==> config.mk <==
export PLATFORM = sky130hd
export DESIGN_NAME = bs33_seq
export DESIGN_NICKNAME = d
export VERILOG_FILES = /design/src/rtl/bs33_pkg.sv /design/src/rtl/bs33_seq.sv
export SDC_FILE = /design/constraint.sdc
export NUM_CORES = 1
export LEC_CHECK = 0
export ABC_AREA = 1
export BUFFER_PORTS_ARGS = -buffer_cell sky130_fd_sc_hd__buf_2
export CAP_MARGIN = 20
export CORE_MARGIN = 5
export CORE_UTILIZATION = 45
export DETAILED_ROUTE_END_ITERATION = 8
export PLACE_DENSITY_LB_ADDON = 0.05
export SYNTH_ARGS = -nofsm -noshare
export SYNTH_HDL_FRONTEND = slang
export SYNTH_SLANG_ARGS = --single-unit
==> constraint.sdc <==
create_clock -name clk -period 8.1 [get_ports clk]
set_input_delay 0.405 -clock clk [delete_from_list [all_inputs] [get_ports clk]]
set_output_delay 0.405 -clock clk [all_outputs]
set_load 0.01 [all_outputs]
==> src/rtl/bs33_pkg.sv <==
package bs33_pkg;

	localparam int MAX_WIDTH   = 1024;
	localparam int SAMPLE_BITS = 16;
	localparam int ADDR_BITS   = $clog2(MAX_WIDTH);
	localparam int CFG_BITS    = 11;
	localparam int SUM_BITS    = 20;
	localparam int POS_BITS    = 10;
	localparam int COL_BITS    = SAMPLE_BITS + 2;
	localparam int PSUM_BITS   = COL_BITS + 1;
	localparam int WIDTH_MIN   = 3;
	localparam int WIDTH_RESET = 4;
	localparam int LINE_BITS   = 2 * SAMPLE_BITS;
	localparam int OFIFO_DEPTH = 4;
	localparam int OFIFO_PTR   = $clog2(OFIFO_DEPTH);
	localparam int OFIFO_CNT   = $clog2(OFIFO_DEPTH + 1);

	typedef logic signed [SAMPLE_BITS-1:0] sample_t;
	typedef logic signed [COL_BITS-1:0]    col_sum_t;
	typedef logic signed [PSUM_BITS-1:0]   psum_t;
	typedef logic signed [SUM_BITS-1:0]    sum_t;
	typedef logic [POS_BITS-1:0]           pos_t;
	typedef logic [ADDR_BITS-1:0]          addr_t;
	typedef logic [CFG_BITS-1:0]           cfg_t;
	typedef logic [LINE_BITS-1:0]          line_t;
	typedef logic [OFIFO_CNT-1:0]          ocnt_t;

	localparam sample_t SAMPLE_EOM = '1;
	localparam pos_t    ROW_MAX    = '1;
	localparam addr_t   ADDR_LAST  = addr_t'(MAX_WIDTH - 1);

	// one accepted sample on its way from the counters to the arithmetic
	typedef struct packed {
		logic    valid;
		logic    eom;
		logic    res;
		pos_t    row;
		pos_t    col;
		addr_t   addr;
		sample_t smp;
	} tok_t;

	typedef struct packed {
		sum_t sum;
		pos_t row;
		pos_t col;
	} result_t;

endpackage

==> src/rtl/bs33_seq.sv <==
module bs33_seq (
	input  logic              clk,
	input  logic              arst_n,
	input  logic              wr_en,
	input  bs33_pkg::cfg_t    wr_data,
	input  logic              accept,
	input  bs33_pkg::sample_t sample,
	output bs33_pkg::tok_t    tok,
	output logic              rd_en,
	output bs33_pkg::addr_t   rd_addr,
	output logic              clearing,
	output bs33_pkg::addr_t   clr_addr
);
	import bs33_pkg::*;

	cfg_t    row_width_q;
	cfg_t    w_eff;
	addr_t   last;
	addr_t   col_q;
	pos_t    row_q;
	addr_t   c;
	logic    eom;
	logic    clr_q;
	addr_t   clr_cnt_q;
	logic    valid_s1;
	logic    eom_s1;
	logic    res_s1;
	pos_t    row_s1;
	pos_t    col_s1;
	addr_t   addr_s1;
	sample_t smp_s1;

	always_ff @(posedge clk or negedge arst_n) begin
		if (!arst_n) begin
			row_width_q <= cfg_t'(WIDTH_RESET);
		end else if (wr_en) begin
			row_width_q <= wr_data;
		end
	end

	always_comb begin
		if (row_width_q < cfg_t'(WIDTH_MIN)) begin
			w_eff = cfg_t'(WIDTH_MIN);
		end else if (row_width_q > cfg_t'(MAX_WIDTH)) begin
			w_eff = cfg_t'(MAX_WIDTH);
		end else begin
			w_eff = row_width_q;
		end
	end

	assign last = addr_t'(w_eff - cfg_t'(1));
	assign c    = (cfg_t'(col_q) >= w_eff) ? last : col_q;
	assign eom  = (sample == SAMPLE_EOM);

	always_ff @(posedge clk or negedge arst_n) begin
		if (!arst_n) begin
			col_q <= '0;
			row_q <= '0;
		end else if (accept) begin
			if (eom) begin
				col_q <= '0;
				row_q <= '0;
			end else if (c >= last) begin
				col_q <= '0;
				if (row_q != ROW_MAX) begin
					row_q <= row_q + pos_t'(1);
				end
			end else begin
				col_q <= c + addr_t'(1);
			end
		end
	end

	// zero the line memory, both stored rows, after reset
	always_ff @(posedge clk or negedge arst_n) begin
		if (!arst_n) begin
			clr_q     <= 1'b1;
			clr_cnt_q <= '0;
		end else if (clr_q) begin
			clr_cnt_q <= clr_cnt_q + addr_t'(1);
			if (clr_cnt_q == ADDR_LAST) begin
				clr_q <= 1'b0;
			end
		end
	end

	always_ff @(posedge clk or negedge arst_n) begin
		if (!arst_n) begin
			valid_s1 <= 1'b0;
		end else begin
			valid_s1 <= accept;
		end
	end

	always_ff @(posedge clk) begin
		if (accept) begin
			eom_s1  <= eom;
			res_s1  <= !eom && (row_q >= pos_t'(2)) && (c >= addr_t'(2));
			row_s1  <= row_q - pos_t'(2);
			col_s1  <= pos_t'(c - addr_t'(2));
			addr_s1 <= c;
			smp_s1  <= sample;
		end
	end

	assign tok      = '{valid: valid_s1, eom: eom_s1, res: res_s1, row: row_s1,
		col: col_s1, addr: addr_s1, smp: smp_s1};
	assign rd_en    = accept && !eom;
	assign rd_addr  = c;
	assign clearing = clr_q;
	assign clr_addr = clr_cnt_q;

endmodule

# --- Word-level counts from Yosys, hierarchy flattened ---
# Cells that the tools add are included.
classes:
  n_reduce_logical: 7
  muxes: 10
  n_eq_ne: 3
  add_sub_neg: 6
  n_lt_le_gt_ge: 6
ops:
  columns: ["op", "count"]
  rows:
  - ["10-bit 2-to-1 mux", 6]
  - ["10-bit by 1-bit adder with 10-bit output (second input constant)", 3]
  - ["11-bit 2-to-1 mux", 2]
  - ["10-bit by 2-bit greater-or-equal comparator with 1-bit output (second input constant)", 2]
  - ["10-bit by 2-bit subtractor with 10-bit output (second input constant)", 2]
  - ["16-bit by 1-bit == test with 1-bit output (second input constant)", 1]
  - ["10-bit by 11-bit greater-or-equal comparator with 1-bit output", 1]
  - ["11-bit greater-than comparator (second input constant)", 1]
  - ["11-bit by 2-bit < comparator with 1-bit output (second input constant)", 1]
  - ["10-bit == test (second input constant)", 1]
  - ["10-bit greater-or-equal comparator", 1]
  - ["10-bit inequality test (second input constant)", 1]
  - ["10-bit by 1-bit subtractor with 10-bit output (second input constant)", 1]
  - ["2-bit nonzero test", 2]
  - ["1-bit logical AND", 3]
  - ["3-bit AND reduction", 1]
  - ["1-bit 2-to-1 mux", 2]
  - ["1-bit logical NOT", 1]
word_totals:
  elab_cells: 44
  reg_bits: 91
  out_inout_bits: 71

# --- Depth between registers and ports, before layout ---
# Gate-level depths: netlist (run 1).
logic_depth:
  ltp_word: 8
  ltp_mapped: 31

# --- Least setup slack after synthesis (run 1) ---
# Ideal clock, no wire load.
synth_path:
  kind: "flip-flop to flip-flop"
  start: "register row_width_q[3]"
  end: "register row_q[7]"
  path_stages_with_launch: 30
  arrival_time_ps: 3982
  setup_slack_ps: 3990
  synth_period_minus_slack_ps: 4110
  path_cell_list: "dfrtp_1 -> nor2_1 -> nand2_1 -> nor2_2 -> nand2_2 -> nand2_4 -> buf_6 -> inv_2 -> nor2_2 -> inv_2 -> ha_1 -> nand2_1 -> nor2_1 -> nand3_1 -> nand3_2 -> inv_2 -> o21ai_1 -> ha_1 -> inv_1 -> nor2_1 -> o211ai_1 -> and3_1 -> o41ai_1 -> nor2_1 -> inv_1 -> nand3_1 -> clkbuf_1 -> nor2_1 -> o21ai_0 -> a21oi_1"
synth_between:
  elab_chain_len: 8
  word_cells_on_any_way: 10
  classes_between: "add/sub (1); order compare (4); mux (3); reduce/logical (2)"
synth_rtl:
  columns: ["item", "line_no", "rtl"]
  rows:
  - ["start, declared", "bs33_seq.sv:16", "cfg_t row_width_q;"]
  - ["start signal, assigned", "bs33_seq.sv:35", "row_width_q <= cfg_t'(WIDTH_RESET);"]
  - ["start signal, assigned", "bs33_seq.sv:37", "row_width_q <= wr_data;"]
  - ["11-bit greater-than comparator", "bs33_seq.sv:44", "end else if (row_width_q > cfg_t'(MAX_WIDTH)) begin"]
  - ["11-bit 2-to-1 mux", "bs33_seq.sv:44", null]
  - ["11-bit 2-to-1 mux *", "bs33_seq.sv:42", "if (row_width_q < cfg_t'(WIDTH_MIN)) begin"]
  - ["10-bit by 1-bit subtractor with 10-bit output / 10-bit by 11-bit greater-or-equal comparator with 1-bit output (equally long branches)", "bs33_seq.sv:51, bs33_seq.sv:52", null]
  - ["10-bit 2-to-1 mux *", "bs33_seq.sv:52", "assign c = (cfg_t'(col_q) >= w_eff) ? last : col_q;"]
  - ["net rd_addr[1]", "bs33_seq.sv:10", "output bs33_pkg::addr_t rd_addr,"]
  - ["10-bit greater-or-equal comparator *", "bs33_seq.sv:63", "end else if (c >= last) begin"]
  - ["2-bit nonzero test (no line) *", null, null]
  - ["3-bit AND reduction (no line) *", null, null]
  - ["end signal, assigned", "bs33_seq.sv:66", "row_q <= row_q + pos_t'(1);"]
  - ["end, declared", "bs33_seq.sv:20", "pos_t row_q;"]
# The timed path passes the listed nets; every way through them passes the cells marked *.
# A chain may end at the register's enable or synchronous reset.

# --- Worst setup path in the final report (run 1) ---
layout_path:
  start: "register row_width_q[3]"
  end: "register col_q[2]"
layout_between:
  elab_chain_len: 8
  word_cells_on_any_way: 11
  classes_between: "add/sub (2); order compare (4); mux (5)"
layout_rtl:
  columns: ["item", "line_no", "rtl"]
  rows:
  - ["11-bit greater-than comparator", "bs33_seq.sv:44", null]
  - ["11-bit 2-to-1 mux", "bs33_seq.sv:44", null]
  - ["11-bit 2-to-1 mux *", "bs33_seq.sv:42", null]
  - ["10-bit by 1-bit subtractor with 10-bit output / 10-bit by 11-bit greater-or-equal comparator with 1-bit output (equally long branches)", "bs33_seq.sv:51, bs33_seq.sv:52", null]
  - ["10-bit 2-to-1 mux", "bs33_seq.sv:52", null]
  - ["10-bit by 1-bit adder with 10-bit output / 10-bit greater-or-equal comparator (equally long branches)", "bs33_seq.sv:69, bs33_seq.sv:63", null]
  - ["10-bit 2-to-1 mux *", "bs33_seq.sv:63", null]
  - ["10-bit 2-to-1 mux *", "bs33_seq.sv:60", "if (eom) begin"]
  - ["end signal, assigned", "bs33_seq.sv:69", "col_q <= c + addr_t'(1);"]
  - ["end, declared", "bs33_seq.sv:19", "addr_t col_q;"]
# Every way passes the cells marked *; elsewhere a longest branch is shown, timed or not.

==> results by group, run 1 <==
Outcome
  – Status: completed

Synthesis
  – Share of the synthesized area in the top cell type: 28.1%
  – Number of instances in the synthesized netlist: 527
  – Most area-hungry cell type in the Yosys netlist: sky130_fd_sc_hd__edfxtp_1
  – Count of synthesis-stage warnings from yosys: 0
  – Number of storage elements in the synthesis netlist: 90
  – Primary flip-flop cell chosen by synthesis mapping: sky130_fd_sc_hd__edfxtp_1
  – Share of synthesized registers carrying an async set or reset: 47.8%
  – Mapped Area: 5030 um2
  – Synth unique cells: 49
  – Part of the Yosys area used for sequential elements: 49.5%
  – EDFF count, synth: 47
  – Post-Syn Nets: 588
  – Synth area leaders: sky130_fd_sc_hd__edfxtp_1 28%, sky130_fd_sc_hd__dfrtp_1 20%, sky130_fd_sc_hd__nand2_1 7.6%
  – Post-Syn Area per Cell: 9.55 um2

Routing
  – Total via count after detailed routing: 3877
  – Overall routed net length: 11.2 mm
  – DRT iter0 DRCs: 236
  – Mean routed wirelength per cell: 14.4 um
  – Mean number of vias per cell: 4.99
  – Remaining design rule violation count: 0
  – Drt first pass iters: 4
  – Count of nets left with antenna violations after detail routing: 0

Die
  – Full die area: 13400 um2
  – Die height: 116 um
  – I/O pin total: 102
  – Number of core rows: 38
  – Effective utilization at floorplan: 46.2%
  – Chip width: 116 um
  – Placeable core region: 10900 um2

Placed design
  – Final weighted congestion in routability-driven placement: 0.851
  – Half-perimeter wire length after placement: 8.54 mm
  – Placed cell count: 759
  – Dpl ws: 2.99 ns
  – # port buffers: 101

Clock tree
  – Total number of H-tree levels: 3
  – Clock slew seen by the registers of the worst setup and hold paths: 0.11 ns
  – CTS tree: built
  – CTS Sinks: 90
  – Buffer count from post-CTS setup fixing: 0
  – Number of gates resized after cts: 0
  – Clock latency at the later pin of the worst-skew pair: 0.38 ns
  – Clock buffers created by TritonCTS: 9
  – Number of hold buffers added after CTS: 0
  – Clk root buf: sky130_fd_sc_hd__clkbuf_8
  – CTS Buffer Depth: 2

Timing
  – Final Setup Violations: 0
  – Final-report hold violation count: 0
  – Total count of max-transition violations in the final report: 0
  – Worst-Margin Slew: 0.851 ns
  – Worst Setup Slack, final: 2.97 ns
  – Shortest clock period the worst path allows after layout: 5.13 ns
  – Skew final: 0.0149 ns
  – Setup TNS: 0 ns
  – Share of the clock period used by the worst path after layout: 63.3%
  – Setup repair after global routing missed its margin: false
  – Worst-case headroom to the max-slew limit: 42.5%
  – Peak clock frequency supported by timing: 0.195 GHz

Global route
  – Number of global-route vias before repair: 3725
  – GRT Residual Overflow: 0
  – Global-route wire length before repair: 18.2 mm
  – Antenna violations before repair: 0
  – Largest net degree at the start of global routing: 54
  – Total Routing Usage GR: 17.2%

Worst setup path
  – Endpoint kind of the worst setup timing path: flip-flop
  – Worst endpoint data arrival time: 5.41 ns
  – Delay contributed by the slowest stage of the critical path: 0.64 ns
  – Crit-path leading delay family: simple AND/OR/NAND/NOR gates
  – Crit path buf inv count: 6
  – Worst-path fanout max: 14
  – Critical path startpoint category: flip-flop
  – Master of the slowest instance on the critical path: sky130_fd_sc_hd__o21ai_1
  – Most frequent CP cell: sky130_fd_sc_hd__nor2_1
  – CP required: 8.38 ns
  – Setup Crit Path Kind: flip-flop to flip-flop

Pwr
  – Worst vdd rail ir drop: 0.000160 V
  – Total power per unit cell area: 358 nW/um2
  – Total Power: 0.00210 W
  – Reported leakage power: 2.82 nW

Finish
  – Antenna cells: 0
  – Nets: 693
  – Area Growth Syn to Fin: 16.9%
  – Fraction of final layout cells sized beyond drive strength 1: 27.9%
  – Final std cells w/o fill: 777

Hold path
  – Type of the most critical hold path: input port to flip-flop

Job
  – Number of maximum-capacitance constraint violations: 0
## per-stage QoR
step / area, um2 / hold slack [ns] / util (%)
2_1_floorplan: 5030 / 0.109 / -
3_3_place_gp: 5650 / 0.459 / 51.9
3_5_place_dp: 5650 / 0.460 / 51.9
4_1_cts: 5850 / 0.189 / 53.7
5_1_grt: 5880 / 0.186 / 54.0
6_report: 5880 / 0.207 / 54.0
## layout make-up
cell class | instances | area [um2]
fill | 1028 | 5010
sequential | 90 | 2490
multi-input combinational | 359 | 2220
timing repair buffer | 104 | 543
inverter | 68 | 255
tap | 140 | 175
clock buffer | 9 | 124
clock inverter | 7 | 76.3
## cell usage in the layout, fill, tap and decap left out, types with 2 or more instances in the layout
cell type                  netlist  layout
sky130_fd_sc_hd__nand2_1       102     102
sky130_fd_sc_hd__buf_2           0     101
sky130_fd_sc_hd__inv_1          59      59
sky130_fd_sc_hd__edfxtp_1       47      47
sky130_fd_sc_hd__dfrtp_1        41      41
sky130_fd_sc_hd__nor2_1         37      37
sky130_fd_sc_hd__nand3_1        31      31
sky130_fd_sc_hd__ha_1           30      30
sky130_fd_sc_hd__o21ai_0        26      26
sky130_fd_sc_hd__xor2_1         19      19
sky130_fd_sc_hd__nand2_2        15      15
sky130_fd_sc_hd__nor3_1         13      13
sky130_fd_sc_hd__a21oi_1        12      12
sky130_fd_sc_hd__nand4_1        11      11
sky130_fd_sc_hd__clkbuf_8        0       9
sky130_fd_sc_hd__nand2_4         8       8
sky130_fd_sc_hd__inv_2           8       8
sky130_fd_sc_hd__nor2_2          5       5
sky130_fd_sc_hd__o21ai_1         4       4
sky130_fd_sc_hd__nand3_2         4       4
sky130_fd_sc_hd__nor2_4          4       4
sky130_fd_sc_hd__o41ai_1         4       4
sky130_fd_sc_hd__nand3b_1        3       3
sky130_fd_sc_hd__nor3b_1         3       3
sky130_fd_sc_hd__mux2_2          3       3
sky130_fd_sc_hd__inv_8           0       3
sky130_fd_sc_hd__a21oi_2         2       2
sky130_fd_sc_hd__o22ai_1         2       2
sky130_fd_sc_hd__and2_1          2       2
sky130_fd_sc_hd__xnor2_1         2       2
sky130_fd_sc_hd__dfstp_2         2       2
sky130_fd_sc_hd__clkinv_4        0       2
## sequential cells by signal, indices dropped and copies added, names as in the netlist
signal and count:
valid_s1 1, col_s1 10, clearing 1, smp_s1 16, res_s1 1, col_q 10
clr_addr 10, row_q 10, eom_s1 1, row_width_q 11, row_s1 10, addr_s1 9
## power by group
group / internal [W] / switching, W / leakage [nW] / total [W]
logic: 0.000378 / 0.000701 / 1.73 / 0.00108
clock network: 0.000123 / 0.000189 / 0.103 / 0.000311
registers: 0.000645 / 0.0000686 / 0.985 / 0.000714
total: 0.00115 / 0.000958 / 2.82 / 0.00210
## cells in the mapped netlist, types with 2 or more instances
library cell and n:
sky130_fd_sc_hd__nand2_1 102, sky130_fd_sc_hd__inv_1 59, sky130_fd_sc_hd__edfxtp_1 47, sky130_fd_sc_hd__dfrtp_1 41
sky130_fd_sc_hd__nor2_1 37, sky130_fd_sc_hd__nand3_1 31, sky130_fd_sc_hd__ha_1 30, sky130_fd_sc_hd__o21ai_0 26
sky130_fd_sc_hd__xor2_1 19, sky130_fd_sc_hd__nand2_2 15, sky130_fd_sc_hd__nor3_1 13, sky130_fd_sc_hd__a21oi_1 12
sky130_fd_sc_hd__nand4_1 11, sky130_fd_sc_hd__inv_2 8, sky130_fd_sc_hd__nand2_4 8, sky130_fd_sc_hd__nor2_2 5
sky130_fd_sc_hd__buf_4 4, sky130_fd_sc_hd__clkbuf_1 4, sky130_fd_sc_hd__nand3_2 4, sky130_fd_sc_hd__nor2_4 4
sky130_fd_sc_hd__o21ai_1 4, sky130_fd_sc_hd__o41ai_1 4, sky130_fd_sc_hd__mux2_2 3, sky130_fd_sc_hd__nand3b_1 3
sky130_fd_sc_hd__nor3b_1 3, sky130_fd_sc_hd__a21oi_2 2, sky130_fd_sc_hd__and2_1 2, sky130_fd_sc_hd__buf_6 2
sky130_fd_sc_hd__dfstp_2 2, sky130_fd_sc_hd__o22ai_1 2, sky130_fd_sc_hd__xnor2_1 2
## cells by family (layout without fill, tap and decap cells)
| logic type | count (synthesis) | after routing | share of synthesized area [%] |
|---|---|---|---|
| xor gates and xnor gates | 22 | 22 | 3.98 |
| buffers and inverters | 78 | 188 | 6.42 |
| DFF | 90 | 90 | 49.5 |
| AOI/OAI and AO/OA | 59 | 59 | 7.06 |
| and+or+nand+nor | 245 | 245 | 24.9 |
| adders and majority gates | 30 | 30 | 7.46 |
| muxes | 3 | 3 | 0.671 |
## metal layers
metal	routed length [um]	vias to the layer above	part of all wire [%]	track usage [%]
met1	5450	1766	49	24.7
li1	-	1970	-	-
met2	4770	130	43	26.5
met3	795	11	7.1	2.92
met5	0	-	0	0
met4	167	0	1.5	6.19
## worst reg2reg max path, cell delays in order (launching register included)
cell and delay, ns:
sky130_fd_sc_hd__dfrtp_1 0.47, sky130_fd_sc_hd__nor2_1 0.13, sky130_fd_sc_hd__nand2_1 0.07, sky130_fd_sc_hd__nor2_2 0.10, sky130_fd_sc_hd__nand2_2 0.07, sky130_fd_sc_hd__nand2_4 0.17
sky130_fd_sc_hd__inv_2 0.06, sky130_fd_sc_hd__nor2_2 0.14, sky130_fd_sc_hd__inv_2 0.06, sky130_fd_sc_hd__ha_1 0.31, sky130_fd_sc_hd__nand4_1 0.13, sky130_fd_sc_hd__nor3_1 0.24
sky130_fd_sc_hd__nand2_1 0.10, sky130_fd_sc_hd__nand3_2 0.27, sky130_fd_sc_hd__inv_2 0.15, sky130_fd_sc_hd__o21ai_1 0.65, sky130_fd_sc_hd__ha_1 0.37, sky130_fd_sc_hd__inv_1 0.06
sky130_fd_sc_hd__nor2_1 0.04, sky130_fd_sc_hd__o211ai_1 0.16, sky130_fd_sc_hd__and3_1 0.18, sky130_fd_sc_hd__o41ai_1 0.08, sky130_fd_sc_hd__nor2_1 0.09, sky130_fd_sc_hd__inv_1 0.06
sky130_fd_sc_hd__nor2_1 0.46, sky130_fd_sc_hd__inv_1 0.17, sky130_fd_sc_hd__o32ai_1 0.26
## worst paths after layout
path / depth (start not counted) / endpoint / slack (ns) / from
worst max-delay path: 26 / col_q[2] / 2.97 / row_width_q[3]
worst min-delay path: 1 / smp_s1[7] / 0.21 / sample[7]
worst max register to register: 26 / col_q[2] / 2.97 / row_width_q[3]
worst min register to register: 1 / clearing / 0.48 / clr_addr[9]
max in group asynchronous: 3 / clearing / 7.14 / arst_n
min in group asynchronous: 2 / row_width_q[1] / 0.42 / arst_n
(Power assumes the default switching activity.)
==> run 2: changes to the inputs <==
- ABC_AREA: 1 -> 0
- clock period: 8.1 -> 5.35 ns (I/O delays scaled with it)
==> run 2 against run 1 <==
- flip-flop and latch count is the same
- power rose by 44%
- first-iteration DRC count increased by 36%
- sequential share of layout area rose by 0.42 points
- critical path depth decreased by 3
- count of clock-buffer cells in the layout stayed put
- sequential power increased by 55%
- via count is 4.3% lower
- utilization shrank 0.057 points
- final area is 0.98% lower
- die area down 1.8%
- critical endpoint is now row_q[7]
- largest power group unchanged
==> results by group, run 2 <==
Finish
  – Nets: 597
  – Largest registers: smp_s1 x16, row_width_q x11
  – Antenna cells: 0
  – Biggest register: smp_s1
  – Final core occ: 54.0%
  – Flip-flop count of the largest register, all copies and words added: 16
  – Area Growth Syn to Fin: 18.1%
  – Most common library cell in the layout ignoring fill and taps: sky130_fd_sc_hd__buf_2
  – Area occupied by multi-input gates: 2250 um2
  – Area used by sequential logic in the layout: 2490 um2
  – Commonest non-fill, non-tap cells in the layout: 101 x sky130_fd_sc_hd__buf_2, 47 x sky130_fd_sc_hd__edfxtp_1, 41 x sky130_fd_sc_hd__dfrtp_1
  – Layout fillers: 972
  – Fraction of final layout cells sized beyond drive strength 1: 30.5%

Die
  – Full die area: 13200 um2
  – Effective utilization at floorplan: 45.7%
  – Chip width: 115 um
  – Number of core rows: 38
  – I/O pin total: 102
  – Placeable core region: 10800 um2
  – Die height: 115 um

Clock tree
  – CTS tree: built
  – Total number of H-tree levels: 3
  – Clk root buf: sky130_fd_sc_hd__clkbuf_8
  – Clock latency at the later pin of the worst-skew pair: 0.37 ns
  – CTS Sinks: 90
  – Clock buffers created by TritonCTS: 9
  – CTS Buffer Depth: 2
  – Clock slew seen by the registers of the worst setup and hold paths: 0.10 ns

Routing
  – Length of routed met3 wiring: 782 um
  – Overall routed net length: 11.4 mm
  – Remaining design rule violation count: 0
  – Mean routed wirelength per cell: 16.7 um
  – Mean number of vias per cell: 5.45
  – Total via count after detailed routing: 3710
  – Count of nets left with antenna violations after detail routing: 0
  – Drt first pass iters: 5
  – Metal-1 WL: 5.36 mm
  – DRT iter0 DRCs: 320
  – Met2 Routed Length: 4.95 mm
  – Highest metal used: met4

Hold path
  – Min-delay src: sample[12]
  – Type of the most critical hold path: input port to flip-flop
  – WHS Path Cells: 1
  – WHS Endpoint: smp_s1[12]

Placed design
  – Dpl ws: 0.259 ns
  – # port buffers: 101
  – Final weighted congestion in routability-driven placement: 0.850
  – Half-perimeter wire length after placement: 8.49 mm

Timing
  – Setup repair after global routing missed its margin: false
  – Worst-case headroom to the max-slew limit: 54.7%
  – Total count of max-transition violations in the final report: 0
  – Shortest clock period the worst path allows after layout: 5.00 ns
  – Final-report hold violation count: 0
  – Worst Setup Slack, final: 0.346 ns
  – Skew final: 0.00917 ns
  – Share of the clock period used by the worst path after layout: 93.5%
  – Worst-Margin Slew: 0.680 ns
  – Final Setup Violations: 0
  – Peak clock frequency supported by timing: 0.200 GHz
  – Setup TNS: 0 ns

Pwr
  – Worst vdd rail ir drop: 0.000315 V
  – Reported leakage power: 2.52 nW
  – Part of the power in the clock network: 16.8%
  – Relative contribution of sequential cells to total power: 36.8%
  – Total Power: 0.00303 W
  – Total power per unit cell area: 520 nW/um2
  – Logic pwr share: 46.4%
  – Cell-internal power: 0.00179 W
  – Reported net switching power: 0.00124 W
  – Switching share of power: 40.9%

Global route
  – Antenna violations before repair: 0
  – GRT Residual Overflow: 0
  – Number of global-route vias before repair: 3588
  – Total Routing Usage GR: 17.7%
  – Largest net degree at the start of global routing: 58
  – Global-route wire length before repair: 18.3 mm

Worst setup path
  – Worst R2R End: row_q[7]
  – Worst endpoint data arrival time: 5.31 ns
  – Number of cells on the worst reg-to-reg path: 23
  – Setup slack of the most critical reg-to-reg path: 0.35 ns
  – Worst-path fanout max: 26
  – CP required: 5.65 ns
  – Setup Crit Path Kind: flip-flop to flip-flop
  – Reg-to-reg critical path startpoint: row_width_q[6]
  – Critical path startpoint category: flip-flop
  – Endpoint kind of the worst setup timing path: flip-flop

Synthesis
  – Share of synthesized registers carrying an async set or reset: 47.8%
  – Part of the Yosys area used for sequential elements: 50.5%
  – Number of instances in the synthesized netlist: 432
  – Xor and xnor fraction of the mapped netlist area: 5.68%
  – Count of synthesis-stage warnings from yosys: 0
  – Combinational family with the most area after synthesis: simple AND/OR/NAND/NOR gates
  – EDFF count, synth: 47
  – Mapped Area: 4930 um2
  – Adder-cell share of the synthesized area: 7.61%
  – Most area-hungry cell type in the Yosys netlist: sky130_fd_sc_hd__edfxtp_1
  – Synth area leaders: sky130_fd_sc_hd__edfxtp_1 29%, sky130_fd_sc_hd__dfrtp_1 21%, sky130_fd_sc_hd__ha_1 7.6%
  – Primary flip-flop cell chosen by synthesis mapping: sky130_fd_sc_hd__edfxtp_1
  – Mux share of post-synthesis cell area: 3.93%
  – Share of the synthesized area in compound gates (AO/OA/AOI/OAI): 12.8%
  – Post-Syn Nets: 493
  – Most numerous cell types in the synthesized netlist: 47 x sky130_fd_sc_hd__edfxtp_1, 41 x sky130_fd_sc_hd__dfrtp_1, 31 x sky130_fd_sc_hd__nand2_1, 30 x sky130_fd_sc_hd__ha_1
  – Share of synthesized cell area in and, or, nand and nor gates: 15.6%
  – Share of the synthesized area in the top cell type: 28.6%
  – Most common cell in the synthesized netlist: sky130_fd_sc_hd__edfxtp_1
  – Synth unique cells: 75
  – Post-Syn Area per Cell: 11.4 um2
  – Number of storage elements in the synthesis netlist: 90

Outcome
  – Status: completed

Job
  – Number of maximum-capacitance constraint violations: 0
==> run 2: worst max path at each step <==
stage | startpoint | end | slack (ns) | cells after the start
final | row_width_q[6] | row_q[7] | 0.35 | 23
after global routing | row_width_q[9] | row_q[7] | 0.02 | 23
after global placement | row_width_q[3] | row_q[7] | 0.45 | 23
after floorplan | row_width_q[3] | row_q[0] | 0.70 | 21
after CTS | row_width_q[3] | row_q[7] | 0.22 | 23
after detailed placement | row_width_q[3] | row_q[7] | 0.26 | 23
==> run 2: kinds of logic (layout without fill, tap and decap cells) <==
family	after synthesis	count (layout)
AND/OR/NAND/NOR	139	139
XOR/XNOR	32	32
flip-flops	90	90
adder cells (fa/ha/maj)	30	30
AO/OA/AOI/OAI	83	83
multiplexers	16	16
buffers and inverters	42	151
==> run 2: final cells by class <==
class,instances,share of cell area [%]
clock buffers,9,2.13
flip-flops and latches,90,42.7
multi-input cells,300,38.7
clock inverters,7,1.65
well taps,140,3.01
inverters,24,1.55
repair buffers,111,10.2
==> run 2: power groups by stage <==
stage	logic (W)	clock network (W)	registers (W)
3_5_place_dp	0.00141	0	0.00113
2_1_floorplan	0.000934	0	0.00113
3_3_place_gp	0.00139	0	0.00112
5_1_grt	0.00157	0.000557	0.00114
6_report	0.00141	0.000507	0.00111
4_1_cts	0.00142	0.000523	0.00112
==> run 2: stage by stage <==
step | hold WS, ns | cell area, um2 | instances
finish | 0.0787 | 5820 | 681
CTS | 0.0581 | 5790 | 679
global placement | 0.459 | 5570 | 663
floorplan | -0.0281 | 4930 | 432
detailed placement | 0.456 | 5570 | 663
global route | 0.0625 | 5820 | 681
==> run 2: what timing repair did <==
action	CTS	global route
hold endpoints to repair	0	7
hold buffers	0	1
resized for setup	0	2
setup endpoints to repair	0	3
buffers inserted	0	0
==> run 2: worst max-delay path, cell delays in order (launching register included) <==
cell                       delay, ns
sky130_fd_sc_hd__dfrtp_1        0.46
sky130_fd_sc_hd__nor3_4         0.30
sky130_fd_sc_hd__and3_1         0.21
sky130_fd_sc_hd__nor2_1         0.04
sky130_fd_sc_hd__or2_1          0.27
sky130_fd_sc_hd__inv_2          0.11
sky130_fd_sc_hd__ha_1           0.22
sky130_fd_sc_hd__nand2b_1       0.15
sky130_fd_sc_hd__a211oi_2       0.23
sky130_fd_sc_hd__o221ai_2       0.15
sky130_fd_sc_hd__a21o_2         0.32
sky130_fd_sc_hd__buf_4          0.24
sky130_fd_sc_hd__o21ai_1        0.28
sky130_fd_sc_hd__inv_1          0.15
sky130_fd_sc_hd__ha_1           0.30
sky130_fd_sc_hd__o21ai_0        0.07
sky130_fd_sc_hd__nand2b_1       0.07
sky130_fd_sc_hd__a21oi_1        0.06
sky130_fd_sc_hd__nor2_1         0.15
sky130_fd_sc_hd__o41a_1         0.24
sky130_fd_sc_hd__a21oi_2        0.08
sky130_fd_sc_hd__buf_4          0.19
sky130_fd_sc_hd__or4_1          0.47
sky130_fd_sc_hd__a21oi_1        0.15
==> run 2: per-layer routing <==
layer | track usage, % | up-vias
met4 | 7.51 | 0
met2 | 26.7 | 126
met1 | 25.3 | 1767
li1 | - | 1801
met3 | 2.85 | 16
met5 | 0 | -
==> run 3: changes to the inputs <==
- CORE_ASPECT_RATIO: default -> 1.1
- CTS_BUF_LIST: default -> sky130_fd_sc_hd__clkbuf_2 sky130_fd_sc_hd__clkbuf_4 sky130_fd_sc_hd__clkbuf_8
- clock period: 5.35 -> 6.4 ns (I/O delays scaled with it)
==> run 3 against run 2 <==
- flip-flop and latch count stayed put
- largest power group unchanged
- sequential share of layout area grew 0.44 points
- via count fell by 1.6%
- critical endpoint is now row_q[0]
- clock skew up 0.0081 ns
==> results by group, run 3 (synthesis gave the netlist of run 2 again) <==
Timing
  – Peak clock frequency supported by timing: 0.178 GHz
  – Worst-case headroom to the max-slew limit: 55.6%
  – Final-layout worst hold slack: 0.135 ns
  – Final Setup Violations: 0
  – Setup TNS: 0 ns
  – Shortest clock period the worst path allows after layout: 5.62 ns
  – Total count of max-transition violations in the final report: 0
  – Worst-Margin Slew: 0.667 ns
  – Setup repair after global routing missed its margin: false
  – Skew final: 0.0173 ns
  – Final-report hold violation count: 0
  – Share of the clock period used by the worst path after layout: 87.8%

Global route
  – GRT Residual Overflow: 0
  – Largest net degree at the start of global routing: 58
  – Number of global-route vias before repair: 3520
  – Antenna violations before repair: 0
  – Global-route wire length before repair: 17.8 mm
  – Total Routing Usage GR: 17.4%

Routing
  – Overall routed net length: 11.1 mm
  – Total via count after detailed routing: 3651
  – Length of routed met3 wiring: 698 um
  – Remaining design rule violation count: 0
  – Drt first pass iters: 5
  – Mean routed wirelength per cell: 16.3 um
  – Met2 Routed Length: 4.95 mm
  – Count of nets left with antenna violations after detail routing: 0
  – Highest metal used: met4
  – DRT iter0 DRCs: 187
  – Metal-1 WL: 5.31 mm
  – Mean number of vias per cell: 5.36

Clock tree
  – CTS Sinks: 90
  – Buffer count from post-CTS setup fixing: 0
  – Clk root buf: sky130_fd_sc_hd__clkbuf_8
  – Clock buffers created by TritonCTS: 9
  – Number of gates resized after cts: 0
  – Total number of H-tree levels: 3
  – Clock latency at the later pin of the worst-skew pair: 0.38 ns
  – CTS Buffer Depth: 2
  – CTS tree: built
  – Number of hold buffers added after CTS: 0
  – Clock slew seen by the registers of the worst setup and hold paths: 0.11 ns

Finish
  – Largest registers: smp_s1 x16, row_width_q x11
  – Layout fillers: 991
  – Nets: 590
  – Commonest non-fill, non-tap cells in the layout: 101 x sky130_fd_sc_hd__buf_2, 47 x sky130_fd_sc_hd__edfxtp_1, 41 x sky130_fd_sc_hd__dfrtp_1
  – Biggest register: smp_s1
  – Area used by sequential logic in the layout: 2490 um2
  – Fraction of final layout cells sized beyond drive strength 1: 29.4%
  – Area occupied by multi-input gates: 2250 um2
  – Flip-flop count of the largest register, all copies and words added: 16
  – Most common library cell in the layout ignoring fill and taps: sky130_fd_sc_hd__buf_2
  – Final core occ: 53.3%
  – Area Growth Syn to Fin: 16.9%
  – Antenna cells: 0

Worst setup path
  – Delay contributed by the slowest stage of the critical path: 0.54 ns
  – Reg-to-reg critical path startpoint: row_width_q[3]
  – Worst endpoint data arrival time: 5.88 ns
  – Logic depth of the worst path, buffers included: 21
  – CP required: 6.67 ns
  – Crit path buf inv count: 2
  – Worst-path fanout max: 33
  – Crit-path leading delay family: compound AO/OA/AOI/OAI gates
  – Crit path from: row_width_q[3]
  – Most frequent CP cell: sky130_fd_sc_hd__nand2b_1
  – Setup Crit Path Kind: flip-flop to flip-flop
  – Endpoint kind of the worst setup timing path: flip-flop
  – Setup slack of the most critical reg-to-reg path: 0.78 ns
  – List of cells traversed by the critical path: nor3_1, and3_1, nor2_1, or2_1, inv_2, ha_1, nand2b_1, a211oi_2, o221ai_2, a21o_2, mux2i_4, inv_1, ha_1, nand2b_1, a21o_1, a21oi_1, nor2_1, o41a_1, a21oi_2, nand2b_1, mux2_2
  – Number of cells on the worst reg-to-reg path: 21
  – Master of the slowest instance on the critical path: sky130_fd_sc_hd__o41a_1
  – Critical path startpoint category: flip-flop

Pwr
  – Worst vdd rail ir drop: 0.000159 V
  – Total power per unit cell area: 427 nW/um2
  – Reported leakage power: 2.49 nW

Placed design
  – Half-perimeter wire length after placement: 8.29 mm
  – Final weighted congestion in routability-driven placement: 0.874
  – # port buffers: 101

Hold path
  – Type of the most critical hold path: input port to flip-flop
  – WHS Path Cells: 1
  – Min-delay src: sample[7]

Die
  – Effective utilization at floorplan: 45.6%
  – Chip width: 110 um
  – Placeable core region: 10800 um2
  – Die height: 120 um
  – Full die area: 13200 um2
  – Number of core rows: 40
  – I/O pin total: 102

Job
  – Number of maximum-capacitance constraint violations: 0

Outcome
  – Status: completed
-- run 3: power by group --
group	internal (W)	switching (W)
registers	0.000808	0.000117
logic	0.000458	0.000668
clock network	0.000188	0.000224
-- run 3: cell type report --
class,count,share of cell area (%)
clock buffers,9,2.15
clock inverters,7,1.50
inverters,24,1.56
multi-input cells,300,39.0
flip-flops and latches,90,43.2
well taps,147,3.19
repair buffers,104,9.42
-- run 3: final timing paths --
path | endpoint
max in group asynchronous | clearing
hold / removal | smp_s1[7]
hold reg to reg | clearing
setup reg to reg | row_q[0]
min in group asynchronous | col_q[2]
setup / recovery | row_q[0]
-- run 3: per-layer routing --
| metal | up-vias | global-route usage [%] |
|---|---|---|
| li1 | 1798 | - |
| met4 | 0 | 6.31 |
| met5 | - | 0 |
| met1 | 1729 | 25.0 |
| met3 | 11 | 2.96 |
| met2 | 113 | 26.1 |
-- run 3: per-stage QoR --
stage	power (W)	setup slack, ns	area [um2]	std cells
floorplan	0.00172	1.75	4930	432
global route	0.00266	0.434	5770	681
global placement	0.00204	1.05	5530	663
finish	0.00246	0.782	5770	681
detailed placement	0.00207	0.870	5530	663
CTS	0.00249	0.823	5740	679
-- run 3: worst register-to-register path, delay by kind of cell, from the launching register on --
family / cells / cell delay [ns]
adders and majority gates: 2 / 0.50
and+or+nand+nor: 8 / 1.49
buffers and inverters: 2 / 0.21
DFF: 1 / 0.47
muxes: 2 / 0.70
AOI/OAI and AO/OA: 7 / 2.14
